<file path="config.mk">
export PLATFORM = sky130hd
export DESIGN_NAME = gregorian_date_add_days_top
export DESIGN_NICKNAME = d
export VERILOG_FILES = /design/src/design/gdad_pkg.sv /design/src/design/gregorian_date_add_days_top.sv /design/src/design/gdad_to_serial.sv /design/src/design/gdad_split_era.sv /design/src/design/gdad_to_date.sv
export SDC_FILE = /design/constraint.sdc
export NUM_CORES = 2
export LEC_CHECK = 0
export BUFFER_PORTS_ARGS = -buffer_cell sky130_fd_sc_hd__buf_2
export CORE_MARGIN = 3
export CORE_UTILIZATION = 59
export CTS_CLUSTER_SIZE = 28
export DETAILED_ROUTE_END_ITERATION = 8
export GPL_TIMING_DRIVEN = 0
export PLACE_DENSITY = 0.83
export REMOVE_ABC_BUFFERS = 1
export SYNTH_ARGS = -nofsm -noshare
export SYNTH_HDL_FRONTEND = slang
export SYNTH_SLANG_ARGS = --single-unit
export TNS_END_PERCENT = 10
</file>
<file path="constraint.sdc">
create_clock -name clk_i -period 7.7 [get_ports clk_i]
set_input_delay 1.155 -clock clk_i [delete_from_list [all_inputs] [get_ports clk_i]]
set_output_delay 1.155 -clock clk_i [all_outputs]
set_load 0.1 [all_outputs]
</file>
<file path="src/design/gdad_pkg.sv">
`timescale 1ns / 1ps
`default_nettype none

package gdad_pkg;

  // One input item: a start date and a count of days to add.
  typedef struct packed {
    logic [29:0] add_days;
    logic [4:0]  day;
    logic [3:0]  month;
    logic [13:0] year;
  } gdad_in_t;

  // Serial day number, counted from 1 March of year -400.
  typedef logic [30:0] gdad_serial_t;

  // Serial day number split into a 400-year era (offset by one) and its day.
  typedef struct packed {
    logic [12:0] era;
    logic [17:0] doe;
  } gdad_era_t;

  // One result item: the resulting date.
  typedef struct packed {
    logic [4:0]  day;
    logic [3:0]  month;
    logic [21:0] year;
  } gdad_out_t;

  localparam logic [14:0] EraYears      = 15'd400;
  localparam logic [17:0] DaysPerEra    = 18'd146097;
  localparam logic [30:0] SerialMin     = 31'd146037;
  localparam logic [11:0] Recip25       = 12'd2621;
  localparam logic [13:0] RecipEra      = 14'd14699;
  localparam logic [7:0]  Recip1460     = 8'd179;
  localparam logic [9:0]  Recip365      = 10'd718;
  localparam logic [17:0] DaysPerCent   = 18'd36524;
  localparam logic [17:0] DaysPer4Years = 18'd1460;
  localparam logic [8:0]  DaysPerYear   = 9'd365;

  // Day of the year, counted from 1 March, on which a month begins.
  // Month index 0 is March and 11 is February.
  function automatic logic [8:0] month_start(input logic [3:0] mi);
    logic [8:0] r;
    case (mi)
      4'd0:    r = 9'd0;
      4'd1:    r = 9'd31;
      4'd2:    r = 9'd61;
      4'd3:    r = 9'd92;
      4'd4:    r = 9'd122;
      4'd5:    r = 9'd153;
      4'd6:    r = 9'd184;
      4'd7:    r = 9'd214;
      4'd8:    r = 9'd245;
      4'd9:    r = 9'd275;
      4'd10:   r = 9'd306;
      4'd11:   r = 9'd337;
      default: r = 9'd0;
    endcase
    return r;
  endfunction

endpackage

`default_nettype wire

</file>
<file path="src/design/gregorian_date_add_days_top.sv">
`timescale 1ns / 1ps
`default_nettype none

// Gregorian date adder. Each item on the slave stream carries a start date
// and a count of days; the block returns on the master stream the date that
// lies that many days later, under proleptic Gregorian leap rules (year 0 is
// a leap year). Every item gives exactly one result item, in order. The block
// keeps no state between items and accepts one item per clock cycle unless
// a full pipeline is held by the master side. The pipeline has 13 register
// stages: three to turn the date into a serial day number and add the
// count, three to divide that number by the days of a 400-year era, and
// seven to turn the day of the era back into a date. Every stage carries a
// valid bit and its own ready, so a stall on the master side holds the
// results in place while empty stages behind them still take new items. A
// day past the end of its month rolls into the next month, day zero means
// the last day of the previous month, and a month of zero or above twelve
// is taken as January; the earliest possible result is held at 1 January of
// year 0.
module gregorian_date_add_days_top (
  input  wire logic        clk_i,
  input  wire logic        rst_ni,
  input  wire logic        s_axis_tvalid_i,
  output logic             s_axis_tready_o,
  // add_days [29:0], start_day [34:30], start_month [38:35],
  // start_year [52:39], zero [55:53]
  input  wire logic [55:0] s_axis_tdata_i,
  output logic             m_axis_tvalid_o,
  input  wire logic        m_axis_tready_i,
  // end_day [4:0], end_month [8:5], end_year [30:9], zero [31]
  output logic [31:0]      m_axis_tdata_o
);

  gdad_pkg::gdad_in_t     in_item;
  gdad_pkg::gdad_serial_t ser_data;
  gdad_pkg::gdad_era_t    era_data;
  gdad_pkg::gdad_out_t    out_item;
  logic                   ser_valid;
  logic                   ser_ready;
  logic                   era_valid;
  logic                   era_ready;

  // Unpack the slave data; the pad bits are ignored.
  always_comb begin
    in_item.add_days = s_axis_tdata_i[29:0];
    in_item.day      = s_axis_tdata_i[34:30];
    in_item.month    = s_axis_tdata_i[38:35];
    in_item.year     = s_axis_tdata_i[52:39];
  end

  // Date plus count to a serial day number.
  gdad_to_serial u_to_serial (
    .clk_i       (clk_i),
    .rst_ni      (rst_ni),
    .in_valid_i  (s_axis_tvalid_i),
    .in_ready_o  (s_axis_tready_o),
    .in_data_i   (in_item),
    .out_valid_o (ser_valid),
    .out_ready_i (ser_ready),
    .out_data_o  (ser_data)
  );

  // Serial day number to era and day of the era.
  gdad_split_era u_split_era (
    .clk_i       (clk_i),
    .rst_ni      (rst_ni),
    .in_valid_i  (ser_valid),
    .in_ready_o  (ser_ready),
    .in_data_i   (ser_data),
    .out_valid_o (era_valid),
    .out_ready_i (era_ready),
    .out_data_o  (era_data)
  );

  // Era and day of the era back to a calendar date; its last stage is the
  // output register.
  gdad_to_date u_to_date (
    .clk_i       (clk_i),
    .rst_ni      (rst_ni),
    .in_valid_i  (era_valid),
    .in_ready_o  (era_ready),
    .in_data_i   (era_data),
    .out_valid_o (m_axis_tvalid_o),
    .out_ready_i (m_axis_tready_i),
    .out_data_o  (out_item)
  );

  assign m_axis_tdata_o = {1'b0, out_item.year, out_item.month, out_item.day};

endmodule

`default_nettype wire

</file>
<file path="src/design/gdad_to_serial.sv">
`timescale 1ns / 1ps
`default_nettype none

// Three stages: date to serial day number, plus the count of days.
module gdad_to_serial (
  input  wire logic                  clk_i,
  input  wire logic                  rst_ni,
  input  wire logic                  in_valid_i,
  output logic                       in_ready_o,
  input  wire gdad_pkg::gdad_in_t    in_data_i,
  output logic                       out_valid_o,
  input  wire logic                  out_ready_i,
  output gdad_pkg::gdad_serial_t     out_data_o
);

  localparam int unsigned NumStages = 3;

  logic [NumStages-1:0] v_q;
  logic [NumStages-1:0] rdy;
  logic [NumStages-1:0] vin;

  always_comb begin
    rdy[NumStages-1] = ~v_q[NumStages-1] | out_ready_i;
    for (int k = NumStages - 2; k >= 0; k--) begin
      rdy[k] = ~v_q[k] | rdy[k+1];
    end
  end

  assign vin = {v_q[NumStages-2:0], in_valid_i};

  always_ff @(posedge clk_i or negedge rst_ni) begin
    if (!rst_ni) begin
      v_q <= '0;
    end else begin
      for (int k = 0; k < NumStages; k++) begin
        if (rdy[k]) begin
          v_q[k] <= vin[k];
        end
      end
    end
  end

  // Stage 1: shift the year by one era so that every value stays positive.
  logic [3:0]  mfix;
  logic        early;
  logic [3:0]  mi;
  logic [14:0] y_full;
  logic [12:0] q4;

  always_comb begin
    mfix   = (in_data_i.month == 4'd0 || in_data_i.month > 4'd12) ? 4'd1 : in_data_i.month;
    early  = (mfix <= 4'd2);
    mi     = early ? (mfix + 4'd9) : (mfix - 4'd3);
    y_full = {1'b0, in_data_i.year} + gdad_pkg::EraYears - {14'd0, early};
    q4     = y_full[14:2];
  end

  logic [22:0] a_y365_q;
  logic [12:0] a_q4_q;
  logic [23:0] a_p25_q;
  logic [8:0]  a_dd_q;
  logic [29:0] a_n_q;

  always_ff @(posedge clk_i) begin
    if (rdy[0] && vin[0]) begin
      a_y365_q <= 23'({8'd0, y_full} * 23'd365);
      a_q4_q   <= q4;
      a_p25_q  <= 24'({11'd0, q4} * 24'(gdad_pkg::Recip25));
      a_dd_q   <= 9'(gdad_pkg::month_start(mi) + {4'd0, in_data_i.day});
      a_n_q    <= in_data_i.add_days;
    end
  end

  // Stage 2: year part of the day number, with the century count corrected.
  logic [7:0]  q25;
  logic [12:0] r25;
  logic [7:0]  c100;
  logic [5:0]  c400;
  logic [22:0] ys;

  always_comb begin
    q25  = a_p25_q[23:16];
    r25  = 13'(a_q4_q - 13'({5'd0, q25} * 13'd25));
    c100 = q25 + {7'd0, (r25 >= 13'd25)};
    c400 = c100[7:2];
    ys   = a_y365_q + {10'd0, a_q4_q} - {15'd0, c100} + {17'd0, c400};
  end

  logic [22:0] b_ys_q;
  logic [8:0]  b_dd_q;
  logic [29:0] b_n_q;

  always_ff @(posedge clk_i) begin
    if (rdy[1] && vin[1]) begin
      b_ys_q <= ys;
      b_dd_q <= a_dd_q;
      b_n_q  <= a_n_q;
    end
  end

  // Stage 3: add the day of the year and the count, and hold at 1 January of year 0.
  logic [30:0] sum;

  always_comb begin
    sum = {8'd0, b_ys_q} + {22'd0, b_dd_q} + {1'b0, b_n_q} - 31'd1;
  end

  gdad_pkg::gdad_serial_t c_s_q;

  always_ff @(posedge clk_i) begin
    if (rdy[2] && vin[2]) begin
      c_s_q <= (sum < gdad_pkg::SerialMin) ? gdad_pkg::SerialMin : sum;
    end
  end

  assign in_ready_o  = rdy[0];
  assign out_valid_o = v_q[NumStages-1];
  assign out_data_o  = c_s_q;

endmodule

`default_nettype wire

</file>
<file path="src/design/gdad_split_era.sv">
`timescale 1ns / 1ps
`default_nettype none

// Three stages: divide the serial day number by the days of one era.
module gdad_split_era (
  input  wire logic                  clk_i,
  input  wire logic                  rst_ni,
  input  wire logic                  in_valid_i,
  output logic                       in_ready_o,
  input  wire gdad_pkg::gdad_serial_t in_data_i,
  output logic                       out_valid_o,
  input  wire logic                  out_ready_i,
  output gdad_pkg::gdad_era_t        out_data_o
);

  localparam int unsigned NumStages = 3;

  logic [NumStages-1:0] v_q;
  logic [NumStages-1:0] rdy;
  logic [NumStages-1:0] vin;

  always_comb begin
    rdy[NumStages-1] = ~v_q[NumStages-1] | out_ready_i;
    for (int k = NumStages - 2; k >= 0; k--) begin
      rdy[k] = ~v_q[k] | rdy[k+1];
    end
  end

  assign vin = {v_q[NumStages-2:0], in_valid_i};

  always_ff @(posedge clk_i or negedge rst_ni) begin
    if (!rst_ni) begin
      v_q <= '0;
    end else begin
      for (int k = 0; k < NumStages; k++) begin
        if (rdy[k]) begin
          v_q[k] <= vin[k];
        end
      end
    end
  end

  // Stage 1: reciprocal product; the estimate is low by at most one.
  logic [44:0] a_p_q;
  logic [30:0] a_s_q;

  always_ff @(posedge clk_i) begin
    if (rdy[0] && vin[0]) begin
      a_p_q <= 45'({14'd0, in_data_i} * 45'(gdad_pkg::RecipEra));
      a_s_q <= in_data_i;
    end
  end

  // Stage 2: remainder of the estimate.
  logic [12:0] qe;
  logic [30:0] rem;

  always_comb begin
    qe  = a_p_q[43:31];
    rem = 31'(a_s_q - 31'({18'd0, qe} * 31'(gdad_pkg::DaysPerEra)));
  end

  logic [12:0] b_q_q;
  logic [18:0] b_r_q;

  always_ff @(posedge clk_i) begin
    if (rdy[1] && vin[1]) begin
      b_q_q <= qe;
      b_r_q <= rem[18:0];
    end
  end

  // Stage 3: one correction step.
  gdad_pkg::gdad_era_t c_q;

  always_ff @(posedge clk_i) begin
    if (rdy[2] && vin[2]) begin
      if (b_r_q >= {1'b0, gdad_pkg::DaysPerEra}) begin
        c_q.era <= b_q_q + 13'd1;
        c_q.doe <= 18'(b_r_q - {1'b0, gdad_pkg::DaysPerEra});
      end else begin
        c_q.era <= b_q_q;
        c_q.doe <= b_r_q[17:0];
      end
    end
  end

  assign in_ready_o  = rdy[0];
  assign out_valid_o = v_q[NumStages-1];
  assign out_data_o  = c_q;

endmodule

`default_nettype wire

</file>
<file path="src/design/gdad_to_date.sv">
`timescale 1ns / 1ps
`default_nettype none

// Seven stages: day of the era back to year, month and day.
module gdad_to_date (
  input  wire logic                clk_i,
  input  wire logic                rst_ni,
  input  wire logic                in_valid_i,
  output logic                     in_ready_o,
  input  wire gdad_pkg::gdad_era_t in_data_i,
  output logic                     out_valid_o,
  input  wire logic                out_ready_i,
  output gdad_pkg::gdad_out_t      out_data_o
);

  localparam int unsigned NumStages = 7;

  logic [NumStages-1:0] v_q;
  logic [NumStages-1:0] rdy;
  logic [NumStages-1:0] vin;

  always_comb begin
    rdy[NumStages-1] = ~v_q[NumStages-1] | out_ready_i;
    for (int k = NumStages - 2; k >= 0; k--) begin
      rdy[k] = ~v_q[k] | rdy[k+1];
    end
  end

  assign vin = {v_q[NumStages-2:0], in_valid_i};

  always_ff @(posedge clk_i or negedge rst_ni) begin
    if (!rst_ni) begin
      v_q <= '0;
    end else begin
      for (int k = 0; k < NumStages; k++) begin
        if (rdy[k]) begin
          v_q[k] <= vin[k];
        end
      end
    end
  end

  // Stage 1: reciprocal product for the four-year count, centuries by compare.
  logic [2:0] q36;

  always_comb begin
    q36 = 3'd0;
    for (int k = 1; k <= 4; k++) begin
      if (in_data_i.doe >= 18'(k * gdad_pkg::DaysPerCent)) begin
        q36 = 3'(k);
      end
    end
  end

  logic [12:0] s1_era_q;
  logic [17:0] s1_doe_q;
  logic [24:0] s1_p_q;
  logic [2:0]  s1_q36_q;
  logic        s1_qmax_q;

  always_ff @(posedge clk_i) begin
    if (rdy[0] && vin[0]) begin
      s1_era_q  <= in_data_i.era;
      s1_doe_q  <= in_data_i.doe;
      s1_p_q    <= 25'({7'd0, in_data_i.doe} * 25'(gdad_pkg::Recip1460));
      s1_q36_q  <= q36;
      s1_qmax_q <= (in_data_i.doe == 18'(gdad_pkg::DaysPerEra - 18'd1));
    end
  end

  // Stage 2: correct the four-year count.
  logic [6:0]  qe4;
  logic [17:0] r4;
  logic [6:0]  q4;

  always_comb begin
    qe4 = s1_p_q[24:18];
    r4  = 18'(s1_doe_q - 18'({11'd0, qe4} * gdad_pkg::DaysPer4Years));
    q4  = qe4 + {6'd0, (r4 >= gdad_pkg::DaysPer4Years)};
  end

  logic [12:0] s2_era_q;
  logic [17:0] s2_doe_q;
  logic [6:0]  s2_q4_q;
  logic [2:0]  s2_q36_q;
  logic        s2_qmax_q;

  always_ff @(posedge clk_i) begin
    if (rdy[1] && vin[1]) begin
      s2_era_q  <= s1_era_q;
      s2_doe_q  <= s1_doe_q;
      s2_q4_q   <= q4;
      s2_q36_q  <= s1_q36_q;
      s2_qmax_q <= s1_qmax_q;
    end
  end

  // Stage 3: leap-free day count and its reciprocal product for the year.
  logic [17:0] t;

  always_comb begin
    t = s2_doe_q - {11'd0, s2_q4_q} + {15'd0, s2_q36_q} - {17'd0, s2_qmax_q};
  end

  logic [12:0] s3_era_q;
  logic [17:0] s3_doe_q;
  logic [17:0] s3_t_q;
  logic [26:0] s3_p_q;

  always_ff @(posedge clk_i) begin
    if (rdy[2] && vin[2]) begin
      s3_era_q <= s2_era_q;
      s3_doe_q <= s2_doe_q;
      s3_t_q   <= t;
      s3_p_q   <= 27'({9'd0, t} * 27'(gdad_pkg::Recip365));
    end
  end

  // Stage 4: correct the year of the era.
  logic [8:0]  qy;
  logic [17:0] ry4;
  logic [8:0]  yoe;

  always_comb begin
    qy  = s3_p_q[26:18];
    ry4 = 18'(s3_t_q - 18'({9'd0, qy} * 18'(gdad_pkg::DaysPerYear)));
    yoe = qy + {8'd0, (ry4 >= 18'(gdad_pkg::DaysPerYear))};
  end

  logic [12:0] s4_era_q;
  logic [17:0] s4_doe_q;
  logic [8:0]  s4_yoe_q;

  always_ff @(posedge clk_i) begin
    if (rdy[3] && vin[3]) begin
      s4_era_q <= s3_era_q;
      s4_doe_q <= s3_doe_q;
      s4_yoe_q <= yoe;
    end
  end

  // Stage 5: days before the start of that year within the era.
  logic [1:0]  yc100;
  logic [17:0] yd;

  always_comb begin
    yc100 = 2'd0;
    for (int k = 1; k <= 3; k++) begin
      if (s4_yoe_q >= 9'(k * 100)) begin
        yc100 = 2'(k);
      end
    end
    yd = 18'({9'd0, s4_yoe_q} * 18'(gdad_pkg::DaysPerYear))
       + {11'd0, s4_yoe_q[8:2]} - {16'd0, yc100};
  end

  logic [12:0] s5_era_q;
  logic [17:0] s5_doe_q;
  logic [8:0]  s5_yoe_q;
  logic [17:0] s5_yd_q;

  always_ff @(posedge clk_i) begin
    if (rdy[4] && vin[4]) begin
      s5_era_q <= s4_era_q;
      s5_doe_q <= s4_doe_q;
      s5_yoe_q <= s4_yoe_q;
      s5_yd_q  <= yd;
    end
  end

  // Stage 6: day of the year and the month it falls in.
  logic [8:0] doy;
  logic [3:0] mp;

  always_comb begin
    doy = 9'(s5_doe_q - s5_yd_q);
    mp  = 4'd0;
    for (int k = 1; k < 12; k++) begin
      if (doy >= gdad_pkg::month_start(4'(k))) begin
        mp = 4'(k);
      end
    end
  end

  logic [12:0] s6_era_q;
  logic [8:0]  s6_yoe_q;
  logic [8:0]  s6_doy_q;
  logic [3:0]  s6_mp_q;

  always_ff @(posedge clk_i) begin
    if (rdy[5] && vin[5]) begin
      s6_era_q <= s5_era_q;
      s6_yoe_q <= s5_yoe_q;
      s6_doy_q <= doy;
      s6_mp_q  <= mp;
    end
  end

  // Stage 7: calendar month, day and year. January and February belong to
  // the following calendar year; the era carries an offset of one.
  logic [3:0]  rm;
  logic [4:0]  rd;
  logic [22:0] ry;

  always_comb begin
    rm = (s6_mp_q < 4'd10) ? (s6_mp_q + 4'd3) : (s6_mp_q - 4'd9);
    rd = 5'(s6_doy_q - gdad_pkg::month_start(s6_mp_q) + 9'd1);
    ry = 23'({10'd0, s6_era_q} * 23'(gdad_pkg::EraYears)) + {14'd0, s6_yoe_q}
       + {22'd0, (rm <= 4'd2)} - 23'(gdad_pkg::EraYears);
  end

  gdad_pkg::gdad_out_t s7_q;

  always_ff @(posedge clk_i) begin
    if (rdy[6] && vin[6]) begin
      s7_q.day   <= rd;
      s7_q.month <= rm;
      s7_q.year  <= ry[21:0];
    end
  end

  assign in_ready_o  = rdy[0];
  assign out_valid_o = v_q[NumStages-1];
  assign out_data_o  = s7_q;

endmodule

`default_nettype wire
</file>
# --- Word level (Yosys, flattened, before mapping) ---
# Memories as Yosys holds them, arrays and structs flattened.
# Cells that the tools add are included.
classes:
  add_sub_neg: 33
  mul: 11
  magnitude_cmp: 27
  eq_ne: 1
  mux: 21
  bitwise: 26
  reduce_logical: 17
op_table:
  columns: ["op", "n"]
  rows:
  - ["greater-or-equal comparator 9 x 8 -> 1 bit, second input constant", 5]
  - ["multiplier 31 x 14 -> 44 bit, second input constant", 1]
  - ["greater-or-equal comparator 18 x 17 -> 1 bit, second input constant", 2]
  - ["greater-or-equal comparator 9 bit, second input constant", 4]
  - ["2-to-1 mux 4 bit", 9]
  - ["subtractor 18 bit", 2]
  - ["adder 31 x 30 -> 31 bit", 1]
  - ["< comparator 31 x 18 -> 1 bit, second input constant", 1]
  - ["2-to-1 mux 31 bit", 1]
  - ["subtractor 31 x 1 -> 31 bit, second input constant", 1]
  - ["greater-or-equal comparator 9 x 7 -> 1 bit, second input constant", 3]
  - ["multiplier 18 x 9 -> 26 bit, second input constant", 1]
  - ["multiplier 18 x 8 -> 25 bit, second input constant", 1]
  - ["adder 23 x 9 -> 24 bit", 1]
  - ["multiplier 13 x 12 -> 24 bit, second input constant", 1]
  - ["adder 23 x 13 -> 23 bit", 1]
  - ["adder 23 x 6 -> 23 bit", 1]
  - ["multiplier 15 x 9 -> 23 bit, second input constant", 1]
  - ["subtractor 23 x 8 -> 23 bit", 1]
  - ["adder 22 x 1 -> 22 bit", 1]
  - ["adder 22 x 9 -> 22 bit", 1]
  - ["subtractor 22 x 9 -> 22 bit, second input constant", 1]
  - ["greater-or-equal comparator 19 x 18 -> 1 bit, second input constant", 1]
  - ["multiplier 13 x 18 -> 19 bit, second input constant", 1]
  - ["other kinds (48)", 93]
word_totals:
  register_bits: 632
  rom_bits: 288
  inputBits: 60
  out_inout_bits: 34
  word_cells: 196
  mem_count: 2
mem_list:
  columns: ["memory", "words", "width", "rd", "rd_ports_with_merged_regs", "write_ports", "line", "source"]
  rows:
  - ["(name not given)", 16, 9, 1, 0, 0, "gdad_pkg.sv:45", "case (mi)"]
  - ["(name not given)", 16, 9, 1, 0, 0, "gdad_pkg.sv:45", null]

# --- Logic depth before layout (Yosys ltp) ---
depth:
  ltp_word: 17
  depth_mapped: 37
  depth_no_buf: 37

# --- Cells and area by module ---
# Synthesis repeated with hierarchy kept, for this count alone.
unflattened:
  hier_cells: 5158
  area_unflattened_um2: 56326.5
by_module_without_submodules:
  columns: ["mod", "n_inst", "cells_per_inst", "area_each_um2", "seq_area_each_um2"]
  rows:
  - ["gdad_to_date", 1, 2200, 24337.1, 8162.8]
  - ["gdad_to_serial", 1, 1667, 17426.7, 5360.1]
  - ["gdad_split_era", 1, 1289, 14551.5, 2927.8]
  - ["gregorian_date_add_days_top", 1, 2, 11.3, 0.0]

# --- Worst setup path before layout ---
# No wires, ideal clock.
synth_timing:
  path_type: "input to register"
  startpoint: "in s_axis_tdata_i[37]"
  endpoint: "reg u_to_serial.a_p25_q[23], data pin"
  setup_time_ps: 261
  t_arrival_ps: 9037
  t_required_ps: 7439
  path_slack_ps: -1598
  stages: 35
  n_path_buf: 2
  cell_sequence: "clkbuf_1 -> clkbuf_1 -> a21oi_1 -> a21oi_1 -> ha_1 -> inv_1 -> ha_1 -> fa_1 -> a21oi_1 -> nor2_1 -> nor2_1 -> o21ai_0 -> a211oi_1 -> o21ai_0 -> a21oi_1 -> o21ai_0 -> xor2_1 -> inv_1 -> fa_1 -> inv_1 -> ha_1 -> fa_1 -> fa_1 -> fa_1 -> ha_1 -> a21o_1 -> a21oi_1 -> nand4_1 -> o21a_1 -> a21oi_1 -> nor2b_1 -> o21a_1 -> or4_1 -> a41oi_1 -> xnor2_1"
synth_between:
  elab_chain_len: 6
  word_cells_on_any_way: 7
  classes_between: "add/sub (1); mul (1); order compare (2); mux (1); reduce/logical (2)"
synth_lines:
  columns: ["element", "line", "source"]
  rows:
  - ["start: declaration", "gregorian_date_add_days_top.sv:26", "input wire logic [55:0] s_axis_tdata_i,"]
  - ["greater-than comparator 4 bit / logical NOT 4 bit (equally long branches)", "gdad_to_serial.sv:51", "mfix = (in_data_i.month == 4'd0 || in_data_i.month > 4'd12) ? 4'd1 : in_data_i.month;"]
  - ["logical OR 1 bit", "gdad_to_serial.sv:51", null]
  - ["2-to-1 mux 4 bit (*)", "gdad_to_serial.sv:51", null]
  - ["<= comparator 4 x 2 -> 1 bit (*)", "gdad_to_serial.sv:52", "early = (mfix <= 4'd2);"]
  - ["subtractor 15 x 1 -> 15 bit (*)", "gdad_to_serial.sv:54", "y_full = {1'b0, in_data_i.year} + gdad_pkg::EraYears - {14'd0, early};"]
  - ["net u_to_serial.y_full[13]", "gdad_to_serial.sv:47", "logic [14:0] y_full;"]
  - ["multiplier 13 x 12 -> 24 bit (*)", "gdad_to_serial.sv:68", "a_p25_q <= 24'({11'd0, q4} * 24'(gdad_pkg::Recip25));"]
  - ["end signal: assignment", "gdad_to_serial.sv:68", null]
  - ["end: declaration", "gdad_to_serial.sv:60", "logic [23:0] a_p25_q;"]
# Mark *: on every way through the listed nets, which the timed path passes. The rest lies on a longest branch.
# A chain may end at the register's enable or synchronous reset.

# --- Worst setup path in the final report ---
layout_timing:
  startpoint: "in s_axis_tdata_i[38]"
  endpoint: "reg u_to_serial.a_p25_q[21], data pin"
# The elaborated chain is that of the path after synthesis.

==> impl_metrics.csv <==
group,metric,value,unit
clocking,insertion_delay,0.64,ns
route,vias,35400,
setup_path,critPathLaunchType,"primary input",
global_routing,grt_antenna_before_repair,1,
finish,areaGrowthSynthToFinish,9.64,%
route,via_per_inst,5.55,
route,drt_iter0_drc,1975,
placed_design,portBuffers,89,
synthesis,async_flop_share,2.36,%
synthesis,synth_area,54700,um2
clocking,clk_pin_slew,0.06,ns
floorplan,core-area,91800,um2
floorplan,start_util,59.6,%
timing,worstMarginPinSlew,1.27,ns
clocking,h-tree-depth,2,
setup_path,cpPeakStageDelay,0.57,ns
worst_hold_path,hold_class,"flip-flop to flip-flop",
synthesis,ys_seq_area_share,30.1,%
route,drcViolationCount,0,
timing,whs,0.412,ns
setup_path,r2r_cells,34,
synthesis,syn_inst,4894,
setup_path,worstSetupEndpointType,"flip-flop",
synthesis,synth-seq-cells,550,
timing,finalSetupViolations,8,
placed_design,hpwl,83100,um
clocking,cts_hold_buffers,0,
worst_hold_path,hold_depth,0,
synthesis,yosysUniqueCellTypes,89,
route,antenna_left,0,
synthesis,synth_edf_count,537,
floorplan,die_y,310,um
clocking,numCtsBuffers,58,
finish,multi_input_area,34800,um2
route,wl_per_cell,16.9,um
setup_path,cp.arrival,8.36,ns
finish,nets,6674,
timing,slew_headroom,15.2,%
route,wl,108000,um
floorplan,die_x,310,um
setup_path,slowest_stage,"fa_1",
synthesis,syn_area_per_cell,11.2,um2
run_status,violations,"negative setup slack",
setup_path,cp_common_cell,"fa_1",
run,cap_violations,0,
timing,setup_slack,-0.285,ns
finish,drive_gt1_share,8.31,%
global_routing,grt_pass1_wl,176000,um
clocking,cts_tree,"built",
run_status,outcome,"finished, violations left",
setup_path,required,8.07,ns
global_routing,groute.usage.overall,22.4,%
synthesis,synth_flop_cell,"edfxtp_1",
timing,hold_viol_final,0,
timing,layout_worst_path_cycle_share,104,%
floorplan,design.die.area,96400,um2
finish,final_util,65.3,%
clocking,clk_path_buf_depth,3,
global_routing,grt_start_max_net_pins,45,
floorplan,rows,111,
timing,rsz0062_at_grt,"yes",
placed_design,place.gp.congestion,0.904,
finish,fillers,6356,
timing,finalCriticalPeriod,7.99,ns
setup_path,cp_max_fo,6,
finish,seqCellArea,16500,um2
timing,skew,0.0318,ns
setup_path,path_class,"primary input to flip-flop",
clocking,cts_sinks,550,
clocking,cts_root_buf,"clkbuf_16",
timing,clock.fmax,0.125,GHz
floorplan,io_pins,94,
route,dr.pass1.iters,8,
synthesis,yosysWarnings,0,
timing,slew_viol_final,0,
global_routing,grt.overflow.total,0,
global_routing,grt_pass1_vias,36800,
## metal layers
layer	wire length (um)	GRT usage [%]	vias up	share of wire, %
met3	4490	2.73	253	4.2
met1	43600	27.7	17500	40
li1	-	-	16800	-
met4	3420	6.57	2	3.2
met5	12	0	-	0.011
met2	56500	41.3	836	52
## worst max-delay path, delay by kind of cell
family | cells | cell delay, ns
XOR/XNOR | 2 | 0.45
AO/OA/AOI/OAI | 11 | 1.95
AND/OR/NAND/NOR | 6 | 0.99
buffers and inverters | 6 | 0.52
adder cells (fa/ha/maj) | 9 | 3.25
## cell usage in the layout (no fill, tap or decap), types with 21 or more instances in the layout
master | Yosys | final
a21oi_1 | 214 | 197
o211ai_1 | 21 | 21
edfxtp_1 | 537 | 537
xor2_1 | 107 | 97
nor3_1 | 59 | 58
nor2b_1 | 45 | 41
ha_1 | 971 | 953
xnor2_1 | 216 | 203
o21ai_0 | 125 | 109
nand2b_1 | 32 | 32
o21bai_1 | 25 | 24
o21a_1 | 42 | 42
and3_1 | 34 | 33
inv_1 | 1103 | 1087
buf_4 | 1 | 57
nand4_1 | 32 | 32
clkbuf_16 | 0 | 58
fa_1 | 551 | 545
a21o_1 | 67 | 67
buf_2 | 0 | 85
or3_1 | 23 | 23
nand2_1 | 139 | 137
a31oi_1 | 24 | 21
nor2_1 | 182 | 177
nand3_1 | 68 | 66
## layout make-up
type	count	share of cell area, %
Tap cell	1243	2.59
Clock inverter	40	0.639
Sequential cell	550	27.4
Multi-Input combinational cell	3223	58.1
Clock buffer	66	2.47
Antenna cell	1	0.00417
Inverter	1103	6.91
Timing Repair Buffer	156	1.83
## stage by stage
| step | cells | instance area, um2 | setup WS (ns) | setup TNS, ns |
|---|---|---|---|---|
| 6_report | 6382 | 59900 | -0.285 | -1.28 |
| 5_1_grt | 6381 | 59900 | -0.471 | -4.74 |
| 4_1_cts | 6350 | 59300 | -0.300 | -1.37 |
| 3_5_place_dp | 6217 | 56800 | -3.33 | -43.95 |
| 3_3_place_gp | 6208 | 56600 | -3.09 | -36.85 |
| 2_1_floorplan | 4876 | 54600 | -1.33 | -6.77 |
## state kept, by name (all words and copies together) (netlist names), 17 cells and up
register / count
u_to_date.s2_doe_q: 18
u_to_date.out_data_o: 31
u_to_serial.a_y365_q: 23
u_to_serial.b_n_q: 30
u_to_date.s3_t_q: 18
u_to_serial.a_n_q: 30
u_split_era.out_data_o: 31
u_split_era.a_s_q: 19
u_to_serial.b_ys_q: 23
u_split_era.b_r_q: 19
u_to_serial.out_data_o: 31
u_to_date.s1_doe_q: 17
## synth_stat cells, types with 11 or more instances
library cell     n  area [um2]
inv_1         1103        4140
ha_1           971       12100
fa_1           551       11000
edfxtp_1       537       16100
xnor2_1        216        1890
a21oi_1        214        1070
nor2_1         182         683
nand2_1        139         522
o21ai_0        125         626
xor2_1         107         937
nand3_1         68         340
a21o_1          67         503
nor3_1          59         295
nor2b_1         45         282
o21a_1          42         315
and3_1          34         213
nand2b_1        32         200
nand4_1         32         200
and2_1          25         156
o21bai_1        25         188
a31oi_1         24         150
or3_1           23         144
o211ai_1        21         158
a211oi_1        18         135
clkbuf_1        16        60.1
dfrtp_1         13         325
or2_2           13        81.3
a2111oi_0       11        96.3
## final timing paths
path / startpoint / slack [ns] / end
worst min register to register: u_to_date.s5_era_q[1]$_DFFE_PP_ / 0.41 / u_to_date.s6_era_q[1]$_DFFE_PP_
max in group asynchronous: rst_ni / 6.93 / u_to_date.v_q[0]$_DFFE_PN0P_
worst min-delay path: u_to_date.s5_era_q[1]$_DFFE_PP_ / 0.41 / u_to_date.s6_era_q[1]$_DFFE_PP_
worst max register to register: u_to_date.s2_q36_q[0]$_DFFE_PP_ / -0.23 / u_to_date.s3_p_q[26]$_DFFE_PP_
min in group asynchronous: rst_ni / 0.47 / u_to_date.v_q[6]$_DFFE_PN0P_
worst max-delay path: s_axis_tdata_i[38] / -0.29 / u_to_serial.a_p25_q[21]$_DFFE_PP_
## cell families after synthesis
group / share of synthesized area (%)
muxes: 0.268
adders and majority gates: 42.4
other: 0.00686
and+or+nand+nor: 6.35
xor gates and xnor gates: 5.17
buffers and inverters: 7.72
DFF: 30.1
AOI/OAI and AO/OA: 8.00
## timing repair
| item | in CTS | in global routing |
|---|---|---|
| endpoints found under the setup margin | 38 | 28 |
| gates resized for setup | 104 | 76 |
| pin swaps | 43 | 68 |
| buffers inserted | 27 | 32 |
Power is left out: the tool's default activity adds up to more than one toggle a clock period on the data nets, which glitch-free logic cannot reach.
